`src/rtl/core/mcmp_pkg.sv`:
```
// shared types and constants for the midi channel message parser
`default_nettype none

package mcmp_pkg;

   typedef enum logic [1:0] {
      PHASE_IDLE  = 2'd0,
      PHASE_DATA1 = 2'd1,
      PHASE_DATA2 = 2'd2
   } phase_type;

   typedef enum logic [3:0] {
      TYPE_NOTE_OFF  = 4'h8,
      TYPE_NOTE_ON   = 4'h9,
      TYPE_POLY_PRES = 4'hA,
      TYPE_CTRL      = 4'hB,
      TYPE_PROGRAM   = 4'hC,
      TYPE_CHAN_PRES = 4'hD,
      TYPE_BEND      = 4'hE
   } msg_code_type;

   localparam int unsigned KIND_W  = 3;
   localparam int unsigned CHAN_W  = 4;
   localparam int unsigned BYTE_W  = 8;
   localparam int unsigned BEND_W  = 14;
   localparam int unsigned RSP_W   = KIND_W + CHAN_W + 2 * BYTE_W + BEND_W;
   localparam int unsigned RSP_PAD = ((RSP_W + 7) / 8) * 8;

   typedef struct packed {
      logic [KIND_W-1:0]        event_kind;
      logic [CHAN_W-1:0]        channel_number;
      logic [BYTE_W-1:0]        first_value;
      logic [BYTE_W-1:0]        second_value;
      logic signed [BEND_W-1:0] bend_amount;
   } event_type;

endpackage

`default_nettype wire

```
`src/rtl/core/midi_channel_message_parser.sv`:
```
// midi channel voice message parser top level
`default_nettype none

// Takes one MIDI byte per word and emits one word per completed channel voice
// message (note off/on, poly pressure, controller, program, channel pressure,
// pitch bend). A byte is registered on entry, then one pass of small logic
// updates the parse state and loads the result register, so a byte can be
// taken every cycle; a byte stalls only when it completes a message while the
// previous result is still waiting on rsp_tready. Data bytes are not checked
// for bit 7 and there is no running status; bend_amount is the 14-bit value
// minus 0x2000.
module midi_channel_message_parser (
   input  wire logic        clock,
   input  wire logic        reset,
   input  wire logic        req_tvalid,
   output logic             req_tready,
   input  wire logic [7:0]  req_tdata,   // [7:0] midi_byte
   output logic             rsp_tvalid,
   input  wire logic        rsp_tready,
   output logic [39:0]      rsp_tdata    // [2:0] event_kind, [6:3] channel_number,
                                         // [14:7] first_value, [22:15] second_value,
                                         // [36:23] bend_amount, [39:37] zero
);

   logic                 in_vld_ff, in_vld_in;
   logic [7:0]           in_byte_ff;
   mcmp_pkg::phase_type  phase_ff, phase_in;
   logic [3:0]           mtype_ff, mtype_in;
   logic [3:0]           chan_ff, chan_in;
   logic [7:0]           first_ff, first_in;
   logic                 out_vld_ff, out_vld_in;
   mcmp_pkg::event_type  evt_ff, evt_in;

   logic                 emit;
   logic                 advance;
   logic                 is_voice;
   logic [13:0]          bend_raw;

   assign is_voice = (mtype_ff >= mcmp_pkg::TYPE_NOTE_OFF) && (mtype_ff <= mcmp_pkg::TYPE_BEND);
   assign advance  = in_vld_ff && (!emit || !out_vld_ff || rsp_tready);
   assign req_tready = !in_vld_ff || advance;

   // next state
   always_comb begin
      phase_in = phase_ff;
      mtype_in = mtype_ff;
      chan_in  = chan_ff;
      first_in = first_ff;
      if (advance) begin
         unique case (phase_ff)
            mcmp_pkg::PHASE_IDLE: begin
               mtype_in = in_byte_ff[7:4];
               chan_in  = in_byte_ff[3:0];
               phase_in = ((in_byte_ff[7:4] >= mcmp_pkg::TYPE_NOTE_OFF) &&
                           (in_byte_ff[7:4] <= mcmp_pkg::TYPE_BEND))
                          ? mcmp_pkg::PHASE_DATA1 : mcmp_pkg::PHASE_IDLE;
            end
            mcmp_pkg::PHASE_DATA1: begin
               first_in = in_byte_ff;
               if ((mtype_ff == mcmp_pkg::TYPE_PROGRAM) ||
                   (mtype_ff == mcmp_pkg::TYPE_CHAN_PRES)) begin
                  phase_in = mcmp_pkg::PHASE_IDLE;
               end else if (is_voice) begin
                  phase_in = mcmp_pkg::PHASE_DATA2;
               end else begin
                  phase_in = mcmp_pkg::PHASE_IDLE;
               end
            end
            default: begin
               phase_in = mcmp_pkg::PHASE_IDLE;
            end
         endcase
      end
   end

   // outputs
   always_comb begin
      bend_raw                = {in_byte_ff[6:0], first_ff[6:0]};
      emit                    = 1'b0;
      evt_in.event_kind       = 3'(mtype_ff - mcmp_pkg::TYPE_NOTE_OFF);
      evt_in.channel_number   = chan_ff;
      evt_in.first_value      = first_ff;
      evt_in.second_value     = in_byte_ff;
      evt_in.bend_amount      = '0;
      unique case (phase_ff)
         mcmp_pkg::PHASE_IDLE: begin
            emit = 1'b0;
         end
         mcmp_pkg::PHASE_DATA1: begin
            emit                = (mtype_ff == mcmp_pkg::TYPE_PROGRAM) ||
                                  (mtype_ff == mcmp_pkg::TYPE_CHAN_PRES);
            evt_in.first_value  = in_byte_ff;
            evt_in.second_value = '0;
         end
         mcmp_pkg::PHASE_DATA2: begin
            emit = (mtype_ff == mcmp_pkg::TYPE_BEND) ||
                   ((mtype_ff >= mcmp_pkg::TYPE_NOTE_OFF) &&
                    (mtype_ff <= mcmp_pkg::TYPE_CTRL));
            if (mtype_ff == mcmp_pkg::TYPE_BEND) begin
               evt_in.bend_amount = {~bend_raw[13], bend_raw[12:0]};
            end
         end
         default: begin
            emit = 1'b0;
         end
      endcase
   end

   always_comb begin
      in_vld_in = in_vld_ff;
      if (req_tvalid && req_tready) begin
         in_vld_in = 1'b1;
      end else if (advance) begin
         in_vld_in = 1'b0;
      end
      out_vld_in = out_vld_ff;
      if (advance && emit) begin
         out_vld_in = 1'b1;
      end else if (rsp_tready) begin
         out_vld_in = 1'b0;
      end
   end

   always_ff @(posedge clock) begin
      if (reset) begin
         in_vld_ff  <= 1'b0;
         out_vld_ff <= 1'b0;
         phase_ff   <= mcmp_pkg::PHASE_IDLE;
         mtype_ff   <= '0;
         chan_ff    <= '0;
         first_ff   <= '0;
      end else begin
         in_vld_ff  <= in_vld_in;
         out_vld_ff <= out_vld_in;
         phase_ff   <= phase_in;
         mtype_ff   <= mtype_in;
         chan_ff    <= chan_in;
         first_ff   <= first_in;
      end
   end

   always_ff @(posedge clock) begin
      if (req_tvalid && req_tready) begin
         in_byte_ff <= req_tdata;
      end
      if (advance && emit) begin
         evt_ff <= evt_in;
      end
   end

   assign rsp_tvalid = out_vld_ff;
   assign rsp_tdata  = {3'b000, evt_ff.bend_amount, evt_ff.second_value,
                        evt_ff.first_value, evt_ff.channel_number, evt_ff.event_kind};

endmodule

`default_nettype wire
```
`config.mk`:
```
export PLATFORM = sky130hd
export DESIGN_NAME = midi_channel_message_parser
export DESIGN_NICKNAME = d
export VERILOG_FILES = /design/src/rtl/core/mcmp_pkg.sv /design/src/rtl/core/midi_channel_message_parser.sv
export SDC_FILE = /design/constraint.sdc
export NUM_CORES = 1
export LEC_CHECK = 0
export BUFFER_PORTS_ARGS = -buffer_cell sky130_fd_sc_hd__buf_2
export CORE_MARGIN = 2
export CORE_UTILIZATION = 54
export CTS_CLUSTER_DIAMETER = 100
export DETAILED_ROUTE_END_ITERATION = 6
export PLACE_DENSITY_LB_ADDON = 0.3
export SYNTH_ARGS = -nofsm -noshare
export SYNTH_HDL_FRONTEND = slang
export SYNTH_SLANG_ARGS = --single-unit
```
`constraint.sdc`:
```
create_clock -name clock -period 3.55 [get_ports clock]
set_input_delay 1.065 -clock clock [delete_from_list [all_inputs] [get_ports clock]]
set_output_delay 1.065 -clock clock [all_outputs]
set_load 0.005 [all_outputs]
```
==> results of run 1 <==
==> logic make-up after synthesis <==
logic type	after synthesis
buffers and inverters	15
multiplexers	24
other	1
AND/OR/NAND/NOR	60
AO/OA/AOI/OAI	15
adder cells (fa/ha/maj)	3
flip-flops	65
==> power by group through the flow <==
| stage | clock network (mW) | registers [mW] | logic [mW] |
|---|---|---|---|
| after global routing | 0.588 | 0.849 | 0.0832 |
| after detailed placement | 0 | 0.863 | 0.0765 |
| final | 0.547 | 0.847 | 0.0761 |
| after global placement | 0 | 0.863 | 0.0752 |
| after floorplan | 0 | 0.856 | 0.0652 |
| after CTS | 0.560 | 0.847 | 0.0767 |
==> path summary, 6_finish.rpt <==
path	start	to	slack [ps]	cells past startpoint
min reg2reg	chan_ff[2]$_SDFFE_PP0P_	rsp_tdata[5]$_DFFE_PP_	430	0
max	rsp_tready	req_tready	750	4
max reg2reg	phase_ff[1]$_SDFFE_PP0N_	rsp_tdata[3]$_DFFE_PP_	1410	7
min	chan_ff[2]$_SDFFE_PP0P_	rsp_tdata[5]$_DFFE_PP_	430	0
==> worst max-delay path, cell delays in order <==
cell and delay [ps]:
sky130_fd_sc_hd__buf_2 100, sky130_fd_sc_hd__and4b_1 270, sky130_fd_sc_hd__o211ai_1 140, sky130_fd_sc_hd__buf_2 160
==> metal layers <==
layer / global-route usage (%) / vias up
li1: - / 749
met1: 19.7 / 714
met2: 27.3 / 35
met3: 4.39 / 9
met4: 11.1 / 0
met5: 0 / -
==> state kept, by name, summed over array words and instances, names as in the netlist <==
name        count
first_ff        8
rsp_tdata      37
in_byte_ff      8
mtype_ff        4
phase_ff        2
chan_ff         4
in_vld_ff       1
rsp_tvalid      1
==> synth_stat cells, drive strengths merged, types with 2 or more instances <==
cell type / instances / area, um2
a21boi: 2 / 18.8
a21oi: 3 / 15.0
and2: 15 / 96.3
buf: 6 / 46.3
clkbuf: 5 / 18.8
dfxtp: 20 / 400
edfxtp: 45 / 1350
ha: 3 / 37.5
inv: 4 / 15.0
mux2: 8 / 90.1
mux2i: 16 / 160
nand2b: 20 / 125
nand3: 3 / 15.0
nor2b: 10 / 70.1
o22ai: 2 / 12.5
o31ai: 2 / 20.0
or2b: 6 / 45.0
==> area by class of cell <==
type	instances	area share (%)
clock buffer	13	5.15
clock inverter	3	0.527
inverter	4	0.487
multi-input combinational	105	26.2
sequential	65	56.8
tap	54	2.19
timing repair buffer	52	8.60
==> metrics.txt, run 1 <==
# TYPE chip_impl_metric gauge
chip_impl_info{name="outcome",value="completed"} 1
chip_impl_metric{name="cts_resized",unit=""} 0
chip_impl_metric{name="fin_worst_skew",unit="ps"} 7.89
chip_impl_metric{name="grt_start_max_net_pins",unit=""} 38
chip_impl_metric{name="cts_hold_repair.buffers",unit=""} 0
chip_impl_metric{name="yosys_warnings",unit=""} 0
chip_impl_metric{name="gp_congestion",unit=""} 0.903
chip_impl_metric{name="layout.filler_cells",unit=""} 354
chip_impl_info{name="largest_family_of_logic_cells_by_synthesized_area",value="simple AND/OR/NAND/NOR gates"} 1
chip_impl_metric{name="tns",unit="ps"} 0
chip_impl_metric{name="vdd_ir_drop_max",unit="V"} 0.000303
chip_impl_metric{name="placed_cell_area",unit="um2"} 2910
chip_impl_metric{name="ys_types",unit=""} 36
chip_impl_metric{name="grt-ovfl-total",unit=""} 0
chip_impl_metric{name="synthCells",unit=""} 183
chip_impl_metric{name="period_share",unit="%"} 78.9
chip_impl_metric{name="p_int",unit="mW"} 1.16
chip_impl_metric{name="post_synth_mux_area_share",unit="%"} 9.53
chip_impl_metric{name="cts_setup_buffers",unit=""} 0
chip_impl_info{name="startpoint_type",value="primary input"} 1
chip_impl_metric{name="power.switching",unit="mW"} 0.314
chip_impl_metric{name="clkSinkCount",unit=""} 65
chip_impl_metric{name="std_cell_rows",unit=""} 25
chip_impl_metric{name="detailroute.via_count",unit=""} 1507
chip_impl_metric{name="critical_path_arrival",unit="ps"} 1740
chip_impl_metric{name="routed-wl-met2",unit="mm"} 2.14
chip_impl_info{name="layout.cells.most_common",value="sky130_fd_sc_hd__buf_2"} 1
chip_impl_metric{name="share_of_synthesized_area_occupied_by_flip_flops_and_latches",unit="%"} 66.7
chip_impl_metric{name="worst-slew-pin-transition",unit="ps"} 684
chip_impl_metric{name="postSynthRegisterBits",unit=""} 65
chip_impl_info{name="root_buffer",value="sky130_fd_sc_hd__clkbuf_8"} 1
chip_impl_metric{name="post_synthesis_cell_area",unit="um2"} 2630
chip_impl_metric{name="antenna_found_initial",unit=""} 0
chip_impl_metric{name="comb_power_share",unit="%"} 5.2
chip_impl_metric{name="totalWireLength",unit="mm"} 4.25
chip_impl_metric{name="met3_wl",unit="um"} 140
chip_impl_metric{name="fin_hold_ws",unit="ps"} 430
chip_impl_metric{name="fin_ws",unit="ps"} 749
chip_impl_metric{name="switching_share",unit="%"} 21.4
chip_impl_metric{name="slew_viol_final",unit=""} 0
chip_impl_metric{name="final_period_minus_worst_setup_slack",unit="ps"} 2800
chip_impl_metric{name="placedCellCount",unit=""} 280
chip_impl_info{name="synth_flop_cell",value="sky130_fd_sc_hd__edfxtp_1"} 1
chip_impl_metric{name="layout.cell_area.non_filler",unit="um2"} 3080
chip_impl_metric{name="place.port_buffers",unit=""} 50
chip_impl_metric{name="synth-compound-area-share",unit="%"} 4.34
chip_impl_info{name="hold_path.class",value="reg2reg"} 1
chip_impl_metric{name="seqCellArea",unit="um2"} 1750
chip_impl_metric{name="post_layout_nonfiller_instances",unit=""} 296
chip_impl_metric{name="insertion_delay",unit="ps"} 330
chip_impl_metric{name="track_usage",unit="%"} 16.9
chip_impl_metric{name="drc_errors",unit=""} 0
chip_impl_metric{name="synth-xor-area-share",unit="%"} 0
chip_impl_metric{name="fin_nets",unit=""} 252
chip_impl_metric{name="drtAntennaViolNets",unit=""} 0
chip_impl_metric{name="m1WireLength",unit="mm"} 1.88
chip_impl_metric{name="area_enclosed_by_the_die_boundary",unit="um2"} 5440
chip_impl_metric{name="placement.setup.worst_slack",unit="ps"} 761
chip_impl_metric{name="die_width",unit="um"} 73.7
chip_impl_metric{name="timing.critical_path.fanout_max",unit=""} 3
chip_impl_metric{name="avgViaCountPerCell",unit=""} 5.09
chip_impl_metric{name="floorplan.die.height",unit="um"} 73.7
chip_impl_metric{name="drive_above_1_share",unit="%"} 33.1
chip_impl_info{name="clock_tree_from_tritoncts",value="yes"} 1
chip_impl_metric{name="post_synth_edffs",unit=""} 45
chip_impl_metric{name="cts_made_buffers",unit=""} 9
chip_impl_metric{name="synth_simple_gate_area_share",unit="%"} 14.8
chip_impl_metric{name="area_growth",unit="%"} 17.4
chip_impl_metric{name="sequentialPowerShare",unit="%"} 57.6
chip_impl_metric{name="core",unit="um2"} 4690
chip_impl_info{name="timing.setup.critical_path_class",value="in2out"} 1
chip_impl_metric{name="cts_buffer_depth",unit=""} 2
chip_impl_metric{name="synth_async_sr_flop_share",unit="%"} 0
chip_impl_info{name="highest-signal-layer",value="met4"} 1
chip_impl_info{name="layout.cells.most_common_list",value="sky130_fd_sc_hd__buf_2 (50), sky130_fd_sc_hd__edfxtp_1 (45), sky130_fd_sc_hd__nand2b_1 (20), sky130_fd_sc_hd__dfxtp_1 (20), sky130_fd_sc_hd__mux2i_1 (16)"} 1
chip_impl_metric{name="drt_iter0_markers",unit=""} 76
chip_impl_metric{name="path_clk_slew",unit="ps"} 60
chip_impl_metric{name="clkPwrFrac",unit="%"} 37.2
chip_impl_metric{name="firstDrtPassIters",unit=""} 4
chip_impl_metric{name="grt_pass1_vias",unit=""} 1388
chip_impl_metric{name="power_leakage",unit="nW"} 1.21
chip_impl_metric{name="fin_total_pwr",unit="mW"} 1.47
chip_impl_metric{name="power_density",unit="nW/um2"} 477
chip_impl_metric{name="insertedDiodeCount",unit=""} 0
chip_impl_metric{name="clock_tree.htree_level_count",unit=""} 3
chip_impl_info{name="critical_path.endpoint_type",value="output pin"} 1
chip_impl_metric{name="worstPathRequired",unit="ps"} 2480
chip_impl_metric{name="drv.max_cap_violation_count",unit=""} 0
chip_impl_metric{name="synth-adder-area-share",unit="%"} 1.43
chip_impl_info{name="grt_setup_unrepaired",value="false"} 1
chip_impl_metric{name="setup_viol",unit=""} 0
chip_impl_metric{name="dp.final_hpwl",unit="mm"} 2.85
chip_impl_metric{name="route.detailed.wl_per_inst",unit="um"} 14.4
chip_impl_metric{name="finalHoldViolCount",unit=""} 0
chip_impl_metric{name="post-route-util",unit="%"} 65.7
chip_impl_metric{name="maxSlewHeadroom",unit="%"} 54.2
chip_impl_metric{name="synthesis.area_per_instance",unit="um2"} 14.4
chip_impl_metric{name="initial_core_utilization",unit="%"} 56.0
chip_impl_metric{name="pin_count",unit=""} 54
chip_impl_metric{name="multi_input_area",unit="um2"} 810
chip_impl_metric{name="wire_length_of_the_first_global_routing_pass",unit="mm"} 6.53
chip_impl_metric{name="achievable-frequency",unit="MHz"} 357
(Power assumes the default switching activity.)
==> inputs of run 2 (changes only) <==
==> constraint.sdc (replaced) <==
create_clock -name clock -period 2.66 [get_ports clock]
set_input_delay 0.798 -clock clock [delete_from_list [all_inputs] [get_ports clock]]
set_output_delay 0.798 -clock clock [all_outputs]
set_load 0.005 [all_outputs]
==> metrics.txt, run 2 (synthesized netlist as in run 1, its figures left out) <==
# TYPE chip_impl_metric gauge
chip_impl_metric{name="finalHoldViolCount",unit=""} 0
chip_impl_metric{name="cts_made_buffers",unit=""} 9
chip_impl_metric{name="avgViaCountPerCell",unit=""} 5.05
chip_impl_metric{name="path_clk_slew",unit="ps"} 70
chip_impl_metric{name="tns",unit="ps"} 0
chip_impl_metric{name="totalWireLength",unit="mm"} 4.16
chip_impl_metric{name="drtAntennaViolNets",unit=""} 0
chip_impl_metric{name="grt_pass1_vias",unit=""} 1412
chip_impl_metric{name="worstPathRequired",unit="ps"} 1860
chip_impl_info{name="outcome",value="completed"} 1
chip_impl_metric{name="initial_core_utilization",unit="%"} 56.0
chip_impl_metric{name="pin_count",unit=""} 54
chip_impl_metric{name="drv.max_cap_violation_count",unit=""} 0
chip_impl_metric{name="place.port_buffers",unit=""} 50
chip_impl_metric{name="drive_above_1_share",unit="%"} 32.6
chip_impl_info{name="critical_path.endpoint_type",value="output pin"} 1
chip_impl_metric{name="drc_errors",unit=""} 0
chip_impl_metric{name="cts_resized",unit=""} 0
chip_impl_info{name="root_buffer",value="sky130_fd_sc_hd__clkbuf_8"} 1
chip_impl_metric{name="vdd_ir_drop_max",unit="V"} 0.000366
chip_impl_metric{name="route.detailed.wl_per_inst",unit="um"} 14.0
chip_impl_metric{name="achievable-frequency",unit="MHz"} 421
chip_impl_metric{name="largest_register_ff_count",unit=""} 37
chip_impl_metric{name="worst-slew-pin-transition",unit="ps"} 671
chip_impl_info{name="layout.cells.most_common_list",value="sky130_fd_sc_hd__buf_2 (50), sky130_fd_sc_hd__edfxtp_1 (45), sky130_fd_sc_hd__nand2b_1 (20), sky130_fd_sc_hd__dfxtp_1 (20), sky130_fd_sc_hd__mux2i_1 (16)"} 1
chip_impl_info{name="clock_tree_from_tritoncts",value="yes"} 1
chip_impl_metric{name="floorplan.die.height",unit="um"} 73.7
chip_impl_metric{name="detailroute.via_count",unit=""} 1495
chip_impl_metric{name="wire_length_of_the_first_global_routing_pass",unit="mm"} 6.65
chip_impl_metric{name="insertedDiodeCount",unit=""} 0
chip_impl_metric{name="core",unit="um2"} 4690
chip_impl_metric{name="antenna_found_initial",unit=""} 0
chip_impl_metric{name="grt-ovfl-total",unit=""} 0
chip_impl_info{name="hold_path.class",value="reg2reg"} 1
chip_impl_metric{name="area_enclosed_by_the_die_boundary",unit="um2"} 5440
chip_impl_metric{name="drt_iter0_markers",unit=""} 60
chip_impl_metric{name="std_cell_rows",unit=""} 25
chip_impl_metric{name="maxSlewHeadroom",unit="%"} 55.1
chip_impl_info{name="startpoint_type",value="flop"} 1
chip_impl_metric{name="insertion_delay",unit="ps"} 330
chip_impl_metric{name="die_width",unit="um"} 73.7
chip_impl_info{name="worst_path_max_delay_cell",value="sky130_fd_sc_hd__dfxtp_1"} 1
chip_impl_metric{name="placement.setup.worst_slack",unit="ps"} 393
chip_impl_metric{name="clkSinkCount",unit=""} 65
chip_impl_metric{name="fin_worst_skew",unit="ps"} 5.85
chip_impl_metric{name="cts_buffer_depth",unit=""} 2
chip_impl_metric{name="critical_path_arrival",unit="ps"} 1580
chip_impl_info{name="timing.setup.critical_path_class",value="reg2out"} 1
chip_impl_metric{name="cts_setup_buffers",unit=""} 0
chip_impl_metric{name="setup_viol",unit=""} 0
chip_impl_metric{name="timing.critical_path.fanout_max",unit=""} 3
chip_impl_metric{name="period_share",unit="%"} 89.3
chip_impl_metric{name="track_usage",unit="%"} 17.2
chip_impl_metric{name="slew_viol_final",unit=""} 0
chip_impl_metric{name="cpPeakStageDelay",unit="ps"} 330
chip_impl_metric{name="area_growth",unit="%"} 17.6
chip_impl_info{name="ordered_cell_list_for_the_critical_path",value="inv_1 -> ha_1 -> and4b_1 -> o211ai_1 -> buf_2"} 1
chip_impl_metric{name="gp_congestion",unit=""} 0.896
chip_impl_metric{name="cts_hold_repair.buffers",unit=""} 0
chip_impl_info{name="layout.cells.most_common",value="sky130_fd_sc_hd__buf_2"} 1
chip_impl_metric{name="power_leakage",unit="nW"} 1.22
chip_impl_metric{name="clock_tree.htree_level_count",unit=""} 3
chip_impl_metric{name="power_density",unit="nW/um2"} 648
chip_impl_metric{name="final_period_minus_worst_setup_slack",unit="ps"} 2380
chip_impl_metric{name="fin_nets",unit=""} 252
chip_impl_metric{name="grt_start_max_net_pins",unit=""} 38
chip_impl_metric{name="dp.final_hpwl",unit="mm"} 2.82
chip_impl_metric{name="fin_ws",unit="ps"} 285
chip_impl_metric{name="firstDrtPassIters",unit=""} 4
chip_impl_info{name="grt_setup_unrepaired",value="false"} 1
## run 2: changes by cell type in the layout (fill, tap and decap cells not counted)
cell	change
sky130_fd_sc_hd__clkbuf_1	+1
sky130_fd_sc_hd__bufinv_16	+1
sky130_fd_sc_hd__clkbuf_8	-2
sky130_fd_sc_hd__clkinv_2	+1
sky130_fd_sc_hd__clkinvlp_4	-1
## run 2: cell type report
cell class                      instances  area [um2]
Clock buffer                           12         135
Clock inverter                          4        43.8
Fill cell                             352        1600
Inverter                                4        15.0
Multi-Input combinational cell        105         810
Sequential cell                        65        1750
Tap cell                               54        67.6
Timing Repair Buffer                   52         265
## run 2: per-layer routing
| metal | routed length (um) | global-route usage [%] | vias up |
|---|---|---|---|
| met4 | 117 | 9.70 | 0 |
| met3 | 167 | 5.35 | 11 |
| met5 | 0 | 0 | - |
| met1 | 1740 | 19.0 | 701 |
| li1 | - | - | 747 |
| met2 | 2140 | 29.3 | 36 |
## run 2: where the power goes
group / switching, mW / internal, mW / leakage, nW
registers: 0.0242 / 1.11 / 0.576
logic: 0.0496 / 0.0523 / 0.547
clock network: 0.341 / 0.428 / 0.0918
## run 2: worst paths after layout
| kind | startpoint | to | slack (ps) | depth (start not counted) |
|---|---|---|---|---|
| worst max-delay path | phase_ff[0]$_SDFFE_PP0N_ | req_tready | 280 | 5 |
| worst min-delay path | chan_ff[0]$_SDFFE_PP0P_ | rsp_tdata[3]$_DFFE_PP_ | 430 | 0 |
| worst min register to register | chan_ff[0]$_SDFFE_PP0P_ | rsp_tdata[3]$_DFFE_PP_ | 430 | 0 |
| worst max register to register | phase_ff[0]$_SDFFE_PP0N_ | rsp_tdata[1]$_DFFE_PP_ | 640 | 6 |
## run 2: through the flow
stage / instances / utilization (%) / cell area, um2 / total power, mW / hold WS, ps
floorplan: 185 / - / 2640 / 1.23 / 409
global placement: 280 / 62.0 / 2910 / 1.25 / 420
detailed placement: 280 / 62.0 / 2910 / 1.25 / 419
CTS: 296 / 65.8 / 3090 / 2.02 / 434
global route: 296 / 65.8 / 3090 / 2.07 / 450
finish: 296 / 65.8 / 3090 / 2.00 / 432
## run 2: worst max-delay path: cells and delay by family (launching register included)
family,cells,cell delay (ps)
buffers and inverters,2,230
AOI/OAI and AO/OA,1,140
and+or+nand+nor,1,230
DFF,1,330
adders and majority gates,1,320
==> inputs of run 3 (changes only) <==
--- a/config.mk
+++ b/config.mk
@@ -11,6 +11,7 @@
 export CTS_CLUSTER_DIAMETER = 100
 export DETAILED_ROUTE_END_ITERATION = 6
 export PLACE_DENSITY_LB_ADDON = 0.3
+export RECOVER_POWER = 100
 export SYNTH_ARGS = -nofsm -noshare
 export SYNTH_HDL_FRONTEND = slang
 export SYNTH_SLANG_ARGS = --single-unit
==> metrics.txt, run 3 (synthesized netlist as in run 1, its figures left out) <==
# TYPE chip_impl_metric gauge
chip_impl_metric{name="area_growth",unit="%"} 16.2
chip_impl_metric{name="std_cell_rows",unit=""} 25
chip_impl_info{name="layout.cells.most_common",value="sky130_fd_sc_hd__edfxtp_1"} 1
chip_impl_metric{name="path_clk_slew",unit="ps"} 70
chip_impl_metric{name="fin_nets",unit=""} 252
chip_impl_metric{name="use_met2",unit="%"} 29.3
chip_impl_metric{name="grt_start_max_net_pins",unit=""} 38
chip_impl_info{name="critical_path.endpoint_type",value="output pin"} 1
chip_impl_info{name="critical_path.reg2reg.endpoint",value="rsp_tdata[1]$_DFFE_PP_"} 1
chip_impl_metric{name="clock_tree.htree_level_count",unit=""} 3
chip_impl_info{name="outcome",value="completed"} 1
chip_impl_metric{name="core",unit="um2"} 4690
chip_impl_metric{name="final_period_minus_worst_setup_slack",unit="ps"} 2360
chip_impl_info{name="rr_startpoint",value="phase_ff[0]$_SDFFE_PP0N_"} 1
chip_impl_metric{name="cts_hold_repair.buffers",unit=""} 0
chip_impl_metric{name="detailroute.via_count",unit=""} 1494
chip_impl_metric{name="comb_power_share",unit="%"} 5.0
chip_impl_metric{name="timing.reg2reg.setup_slack",unit="ps"} 350
chip_impl_metric{name="worstPathRequired",unit="ps"} 1860
chip_impl_metric{name="clkPwrFrac",unit="%"} 38.4
chip_impl_metric{name="drtAntennaViolNets",unit=""} 0
chip_impl_metric{name="tns",unit="ps"} 0
chip_impl_metric{name="insertedDiodeCount",unit=""} 0
chip_impl_metric{name="power.switching",unit="mW"} 0.415
chip_impl_metric{name="vdd_ir_drop_max",unit="V"} 0.000365
chip_impl_metric{name="power_leakage",unit="nW"} 1.14
chip_impl_metric{name="grt_use_met3",unit="%"} 5.35
chip_impl_metric{name="die_width",unit="um"} 73.7
chip_impl_metric{name="cts_buffer_depth",unit=""} 2
chip_impl_metric{name="cts_made_buffers",unit=""} 9
chip_impl_metric{name="gp_congestion",unit=""} 0.896
chip_impl_metric{name="setup_viol",unit=""} 0
chip_impl_info{name="timing.critical_path.to",value="req_tready"} 1
chip_impl_metric{name="initial_core_utilization",unit="%"} 56.0
chip_impl_metric{name="avgViaCountPerCell",unit=""} 5.05
chip_impl_metric{name="slew_viol_final",unit=""} 0
chip_impl_info{name="startpoint_type",value="flop"} 1
chip_impl_info{name="timing.setup.critical_path_class",value="reg2out"} 1
chip_impl_metric{name="insertion_delay",unit="ps"} 330
chip_impl_metric{name="drive_above_1_share",unit="%"} 23.6
chip_impl_metric{name="cts_setup_buffers",unit=""} 0
chip_impl_metric{name="critical_path_arrival",unit="ps"} 1560
chip_impl_info{name="globalRoute.busiestLayer",value="met2"} 1
chip_impl_metric{name="firstDrtPassIters",unit=""} 4
chip_impl_metric{name="switching_share",unit="%"} 20.7
chip_impl_info{name="grt_setup_unrepaired",value="false"} 1
chip_impl_metric{name="met1_routing_resource_usage_after_global_routing",unit="%"} 19.0
chip_impl_metric{name="timing.critical_path.fanout_max",unit=""} 3
chip_impl_metric{name="grt_pass1_vias",unit=""} 1412
chip_impl_metric{name="cts_resized",unit=""} 0
chip_impl_metric{name="period_share",unit="%"} 88.6
chip_impl_metric{name="grt-ovfl-total",unit=""} 0
chip_impl_info{name="layout.cells.most_common_list",value="sky130_fd_sc_hd__edfxtp_1 (45), sky130_fd_sc_hd__buf_2 (30), sky130_fd_sc_hd__clkbuf_1 (24)"} 1
chip_impl_metric{name="wire_length_of_the_first_global_routing_pass",unit="mm"} 6.65
chip_impl_metric{name="worst-slew-pin-transition",unit="ps"} 922
chip_impl_metric{name="fin_hold_ws",unit="ps"} 433
chip_impl_metric{name="power_density",unit="nW/um2"} 655
chip_impl_metric{name="ff2ff_path_depth",unit=""} 6
chip_impl_metric{name="antenna_found_initial",unit=""} 0
chip_impl_metric{name="drv.max_cap_violation_count",unit=""} 0
chip_impl_metric{name="pin_count",unit=""} 54
chip_impl_metric{name="dp.final_hpwl",unit="mm"} 2.82
chip_impl_metric{name="drt_iter0_markers",unit=""} 77
chip_impl_metric{name="place.port_buffers",unit=""} 50
chip_impl_metric{name="seqCellArea",unit="um2"} 1750
chip_impl_metric{name="fin_worst_skew",unit="ps"} 5.53
chip_impl_metric{name="maxSlewHeadroom",unit="%"} 38.6
chip_impl_info{name="clock_tree_from_tritoncts",value="yes"} 1
chip_impl_metric{name="p_int",unit="mW"} 1.58
chip_impl_metric{name="track_usage",unit="%"} 17.2
chip_impl_info{name="critPathLaunch",value="phase_ff[0]$_SDFFE_PP0N_"} 1
chip_impl_metric{name="largest_register_ff_count",unit=""} 37
chip_impl_metric{name="layout.filler_cells",unit=""} 361
chip_impl_metric{name="totalWireLength",unit="mm"} 4.20
chip_impl_metric{name="area_enclosed_by_the_die_boundary",unit="um2"} 5440
chip_impl_metric{name="route.detailed.wl_per_inst",unit="um"} 14.2
chip_impl_metric{name="clkSinkCount",unit=""} 65
chip_impl_info{name="root_buffer",value="sky130_fd_sc_hd__clkbuf_8"} 1
chip_impl_metric{name="multi_input_area",unit="um2"} 805
chip_impl_info{name="hold_path.class",value="reg2reg"} 1
chip_impl_metric{name="floorplan.die.height",unit="um"} 73.7
chip_impl_metric{name="finalHoldViolCount",unit=""} 0
chip_impl_metric{name="sequentialPowerShare",unit="%"} 56.5
chip_impl_metric{name="drc_errors",unit=""} 0
chip_impl_metric{name="achievable-frequency",unit="MHz"} 424
## run 3: cell types whose count changed in the layout (fill, tap and decap cells not counted)
cell,before,now
sky130_fd_sc_hd__clkbuf_1,3,24
sky130_fd_sc_hd__buf_2,50,30
sky130_fd_sc_hd__and2_0,0,7
sky130_fd_sc_hd__and2_1,14,7
sky130_fd_sc_hd__buf_4,2,0
sky130_fd_sc_hd__clkbuf_2,0,1
sky130_fd_sc_hd__o31ai_1,1,2
sky130_fd_sc_hd__o31ai_2,1,0
## run 3: final cells by class
class | instances | area share (%)
flip-flops and latches | 65 | 57.4
multi-input cells | 105 | 26.4
repair buffers | 52 | 7.67
clock buffers | 12 | 4.43
well taps | 54 | 2.21
clock inverters | 4 | 1.44
inverters | 4 | 0.492
## run 3: critical path, cell delays in order, from the launching register on
cell and delay, ps:
sky130_fd_sc_hd__dfxtp_1 330, sky130_fd_sc_hd__inv_1 70, sky130_fd_sc_hd__ha_1 320, sky130_fd_sc_hd__and4b_1 230, sky130_fd_sc_hd__o211ai_1 140, sky130_fd_sc_hd__clkbuf_1 140
## run 3: power by group through the flow
stage	sequential (mW)	combinational, mW	clock (mW)
after CTS	1.13	0.103	0.788
after detailed placement	1.15	0.102	0
after floorplan	1.14	0.0871	0
after global routing	1.13	0.110	0.827
final	1.13	0.100	0.769
after global placement	1.15	0.100	0
## run 3: layer usage
metal | routed length [um] | vias up
li1 | - | 749
met5 | 0 | -
met2 | 2160 | 35
met3 | 161 | 9
met1 | 1780 | 701
met4 | 94 | 0
## run 3: per-stage QoR
stage / setup slack, ps / std cells / cell area, um2 / utilization (%) / power (mW)
floorplan: 259 / 185 / 2640 / - / 1.23
global placement: 440 / 280 / 2910 / 62.0 / 1.25
detailed placement: 393 / 280 / 2910 / 62.0 / 1.25
CTS: 263 / 296 / 3090 / 65.8 / 2.02
global route: 186 / 296 / 3050 / 65.0 / 2.07
finish: 303 / 296 / 3050 / 65.0 / 2.00
## run 3: worst min path at each step
stage                                       start                      to  cells past startpoint
after CTS                 chan_ff[0]$_SDFFE_PP0P_  rsp_tdata[3]$_DFFE_PP_                      0
after detailed placement  chan_ff[0]$_SDFFE_PP0P_  rsp_tdata[3]$_DFFE_PP_                      0
after global routing      chan_ff[0]$_SDFFE_PP0P_  rsp_tdata[3]$_DFFE_PP_                      0
after floorplan           chan_ff[0]$_SDFFE_PP0P_  rsp_tdata[3]$_DFFE_PP_                      0
after global placement    chan_ff[3]$_SDFFE_PP0P_  rsp_tdata[6]$_DFFE_PP_                      0
final                     chan_ff[0]$_SDFFE_PP0P_  rsp_tdata[3]$_DFFE_PP_                      0
